### config.mk
export PLATFORM = sky130hd
export DESIGN_NAME = mse_front
export DESIGN_NICKNAME = d
export VERILOG_FILES = /design/src/hw/rtl/merge_sort_engine_macros.svh /design/src/hw/rtl/mse_pkg.sv /design/src/hw/rtl/mse_front.sv
export SDC_FILE = /design/constraint.sdc
export NUM_CORES = 1
export LEC_CHECK = 0
export BUFFER_PORTS_ARGS = -buffer_cell sky130_fd_sc_hd__buf_4
export CAP_MARGIN = 30
export CORE_ASPECT_RATIO = 0.5
export CORE_UTILIZATION = 35
export CTS_CLUSTER_DIAMETER = 80
export DETAILED_ROUTE_END_ITERATION = 16
export PLACE_DENSITY = 0.67
export SLEW_MARGIN = 5
export SYNTH_ARGS = -nofsm -noshare
export SYNTH_HDL_FRONTEND = slang
export SYNTH_SLANG_ARGS = --single-unit
### constraint.sdc
create_clock -name clk -period 10.2 [get_ports clk]
set_input_delay 2.04 -clock clk [delete_from_list [all_inputs] [get_ports clk]]
set_output_delay 2.04 -clock clk [all_outputs]
set_load 0.02 [all_outputs]
### src/hw/rtl/merge_sort_engine_macros.svh
// Assertion macros shared by the merge sort engine.
`ifndef MERGE_SORT_ENGINE_MACROS_SVH
`define MERGE_SORT_ENGINE_MACROS_SVH

// Checks that an antecedent implies a consequent in the next cycle.
`define MSE_ASSERT_NEXT(label, ante, cons) \
	label: assert property (@(posedge clk) disable iff (!arst_n) (ante) |=> (cons)) \
		else $error("assertion failed");

// Checks that an antecedent implies a consequent in the same cycle.
`define MSE_ASSERT_NOW(label, ante, cons) \
	label: assert property (@(posedge clk) disable iff (!arst_n) (ante) |-> (cons)) \
		else $error("assertion failed");

`endif

### src/hw/rtl/mse_pkg.sv
// ----------------------------------------------------------------------------
// mse_pkg
// Shared constants and types of the merge sort engine.
// ----------------------------------------------------------------------------
package mse_pkg;
	localparam int CAPACITY = 64;
	localparam int AW = $clog2(CAPACITY);
	localparam int CW = AW + 1;
	localparam int VW = 31;
	localparam int QDEPTH = 2;

	typedef struct packed {
		logic [VW-1:0] value;
		logic          is_last;
	} in_item_t;

	typedef struct packed {
		logic          stored;
		logic [AW-1:0] addr;
		logic [VW-1:0] value;
		logic          is_last;
	} cmd_t;
endpackage

### src/hw/rtl/mse_front.sv
// ----------------------------------------------------------------------------
// mse_front
// Accepts items, assigns store addresses, flags drops, and queues commands.
// ----------------------------------------------------------------------------
module mse_front (
	input  logic              clk,
	input  logic              arst_n,
	input  logic              in_valid,
	output logic              in_ready,
	input  mse_pkg::in_item_t in_item,
	output logic              cmd_valid,
	input  logic              cmd_ready,
	output mse_pkg::cmd_t     cmd
);
	import mse_pkg::*;

	logic [CW-1:0] count_q;
	cmd_t          q_q [QDEPTH];
	logic [1:0]    fill_q;
	logic          rd_q;
	logic          push, pop;
	cmd_t          nc;

	assign in_ready  = (fill_q != 2'(QDEPTH));
	assign push      = in_valid && in_ready;
	assign cmd_valid = (fill_q != 2'd0);
	assign pop       = cmd_valid && cmd_ready;
	assign cmd       = q_q[rd_q];

	always_comb begin
		nc.stored  = (count_q < CW'(CAPACITY));
		nc.addr    = count_q[AW-1:0];
		nc.value   = in_item.value;
		nc.is_last = in_item.is_last;
	end

	always_ff @(posedge clk or negedge arst_n) begin
		if (!arst_n) begin
			count_q <= '0;
			fill_q  <= '0;
			rd_q    <= 1'b0;
		end else begin
			if (push) begin
				q_q[rd_q ^ (fill_q != 2'd0) ^ (pop ? 1'b0 : 1'b0)] <= nc;
				if (nc.is_last) begin
					count_q <= '0;
				end else if (nc.stored) begin
					count_q <= count_q + 1'b1;
				end
			end
			if (pop) begin
				rd_q <= ~rd_q;
			end
			fill_q <= fill_q + 2'(push) - 2'(pop);
		end
	end
endmodule

==> results.json <==
{
  "status": "complete, no violations",
  "grt_antenna_before_repair": 0,
  "tightest_slew_ns": 0.948,
  "via_per_inst": 4.56,
  "synth.net_count": 222,
  "place_area_um2": 4130,
  "dieArea_um2": 10100,
  "utilization_pct": 46.9,
  "cts_made_buffers": 9,
  "timing.rr.start": "fill_q[0]$_DFF_PN0_",
  "drive_gt1_share_pct": 49.8,
  "crit_path_cell_trace": "buf_4 > inv_1 > nor2_4 > inv_2 > nor3b_2 > buf_4",
  "ant_nets": 0,
  "clk-insertion-delay-late_ns": 0.32,
  "total_power_mw": 1.27,
  "core_um2": 9450,
  "grt_pass1_vias": 1911,
  "routedWlPerCell_um": 15.5,
  "leakagePower_nw": 1.65,
  "post_cts_buffers": 0,
  "gp_congestion": 0.795,
  "synth-edff-count": 78,
  "ys.flop_type": "edfxtp_1",
  "cts_tree": "done",
  "sequentialPowerShare_pct": 41.6,
  "rsz0062_at_grt": "false",
  "nNetsFinal": 305,
  "fin_ws_ns": 6.55,
  "htreeDepth": 3,
  "crit_path_start_kind": "input pin",
  "relSlewSlack_pct": 36.8,
  "overflow": 0,
  "diodes": 0,
  "drt_first_iter_violations": 91,
  "swShare_pct": 31.2,
  "min-delay-start": "fill_q[1]$_DFF_PN0_",
  "layout-area-overhead-vs-synth_pct": 30.2,
  "yosysTopAreaCell": "edfxtp_1",
  "ys_ff_latch": 88,
  "internal_power_mw": 0.875,
  "max_stage_delay_ns": 0.63,
  "cts_root_buffer": "clkbuf_16",
  "postSynthCellCount": 183,
  "min_path_type": "reg -> reg",
  "synth_top_area_share_pct": 68.8,
  "layoutNonFillerInstCount": 406,
  "final_cell_area_um2": 4430,
  "dp_cells": 389,
  "cp_top_family": "simple AND/OR/NAND/NOR gates",
  "synth_area_um2": 3400,
  "ctsHoldBuffers": 0,
  "fmax_mhz": 274,
  "cts.sinks": 88,
  "switchingPower_mw": 0.397,
  "maxCapViolations": 0,
  "grt_max_degree": 42,
  "vias": 1851,
  "async_reset_ff_share_pct": 11.4,
  "whs_ns": 0.494,
  "place_ws_ns": 6.18,
  "io_buffers": 76,
  "die_w_um": 141,
  "path_class": "in -> reg",
  "n_fill_cell": 842,
  "p_per_area_nw_per_um2": 287,
  "synth.most_common_cell": "edfxtp_1",
  "ys_warn_count": 0,
  "syn_area_per_cell_um2": 18.6,
  "start_util_pct": 36.0,
  "cpMaxStageDelayCell": "nor3b_2",
  "die_y_um": 71.7,
  "totalWireLength_um": 6290,
  "first_pass_iters": 4,
  "dp_hpwl_um": 4190,
  "ys_top_cells_by_area": "edfxtp_1, mux2_2, dfrtp_1",
  "critical_path_required_ns": 10.18,
  "yosysUniqueCellTypes": 32,
  "period_share_pct": 35.8,
  "skew_ns": 0.00793,
  "fin_tns_setup_ns": 0,
  "ff2ff_setup_slack_ns": 7.76,
  "fin_crit_ns": 3.65,
  "clkSlewWorstSetupHoldPaths_ns": 0.06,
  "ios": 77,
  "peakVddDrop_mv": 0.0940,
  "rows": 25,
  "grt_pass1_wl_um": 9650,
  "clockBufferDepth": 2,
  "cp-end-kind": "register",
  "comb_power_share_pct": 34.1,
  "cts.repair.resized": 0,
  "setup_violations": 0,
  "path_max_fanout": 30,
  "path_common_cell": "buf_4",
  "crit_arrival_ns": 3.63,
  "synth_common_cells": "edfxtp_1, mux2_2, dfrtp_1, inv_1, buf_2",
  "path_buf_inv": 4,
  "slew_violations": 0,
  "drc": 0,
  "grt_usage_pct": 12.8,
  "hold_viol": 0,
  "yosysSeqAreaShare_pct": 76.1,
  "crit_start": "in_valid",
  "clockPowerShare_pct": 24.3
}
power groups by stage:
stage	clock (mW)	sequential [mW]	combinational [mW]
global route	0.331	0.536	0.464
detailed placement	0	0.564	0.401
floorplan	0	0.519	0.281
global placement	0	0.557	0.395
finish	0.309	0.529	0.434
CTS	0.315	0.558	0.403
final timing paths:
path                                               end  cells after the start
min in group asynchronous       count_q[4]$_DFFE_PN0P_                      1
worst min register to register     fill_q[1]$_DFF_PN0_                      1
worst max register to register    q_q[0][20]$_DFFE_PP_                      4
worst min-delay path               fill_q[1]$_DFF_PN0_                      1
max in group asynchronous             rd_q$_DFFE_PN0P_                      1
worst max-delay path              q_q[0][20]$_DFFE_PP_                      6
cells by family after synthesis:
family                   after synthesis  share of synthesized area [%]
flip-flops                            88                           76.1
multiplexers                          39                           12.9
AND/OR/NAND/NOR                       25                           4.56
buffers and inverters                 14                           1.73
AO/OA/AOI/OAI                         10                           2.54
XOR/XNOR                               4                           1.03
adder cells (fa/ha/maj)                3                           1.10
registers in the layout, indices dropped and copies added (netlist names):
signal and cells:
q_q 78, fill_q 2, count_q 7, rd_q 1
final cells by class:
| class | count | area, um2 | area share [%] |
|---|---|---|---|
| tap | 135 | 169 | 3.81 |
| timing repair buffer | 78 | 598 | 13.5 |
| clock buffer | 13 | 240 | 5.42 |
| inverter | 8 | 30.0 | 0.677 |
| clock inverter | 3 | 42.5 | 0.960 |
| sequential | 88 | 2590 | 58.5 |
| multi-input combinational | 81 | 759 | 17.1 |
layout by cell type, fill, tap and decap left out, drive strengths merged:
cell type  netlist  routed
nand2b           1       1
bufinv           0       1
o311ai           1       1
nand3            4       4
or2              1       1
clkinv           0       2
buf              5      78
ha               3       3
nor2b            2       2
nand4            3       3
dfrtp           10      10
o221ai           1       1
inv              8       8
o21ai            2       2
mux2            39      39
xor2             2       2
nor2             3       3
nor4             1       1
nor3             2       2
clkbuf           1      13
and4b            1       1
nor3b            2       2
o211a            1       1
a311o            1       1
nand2            1       1
and3             3       3
edfxtp          78      78
a221o            3       3
xnor2            2       2
and2             1       1
a2bb2oi          1       1
per-layer routing:
layer,GRT usage [%],share of wire (%),vias up
met2,23.7,54,43
met4,3.82,0.33,0
met3,3.34,3.6,2
met1,14.7,42,927
met5,0,0,-
li1,-,-,879
Note: power is estimated with default switching activity, not from simulation.
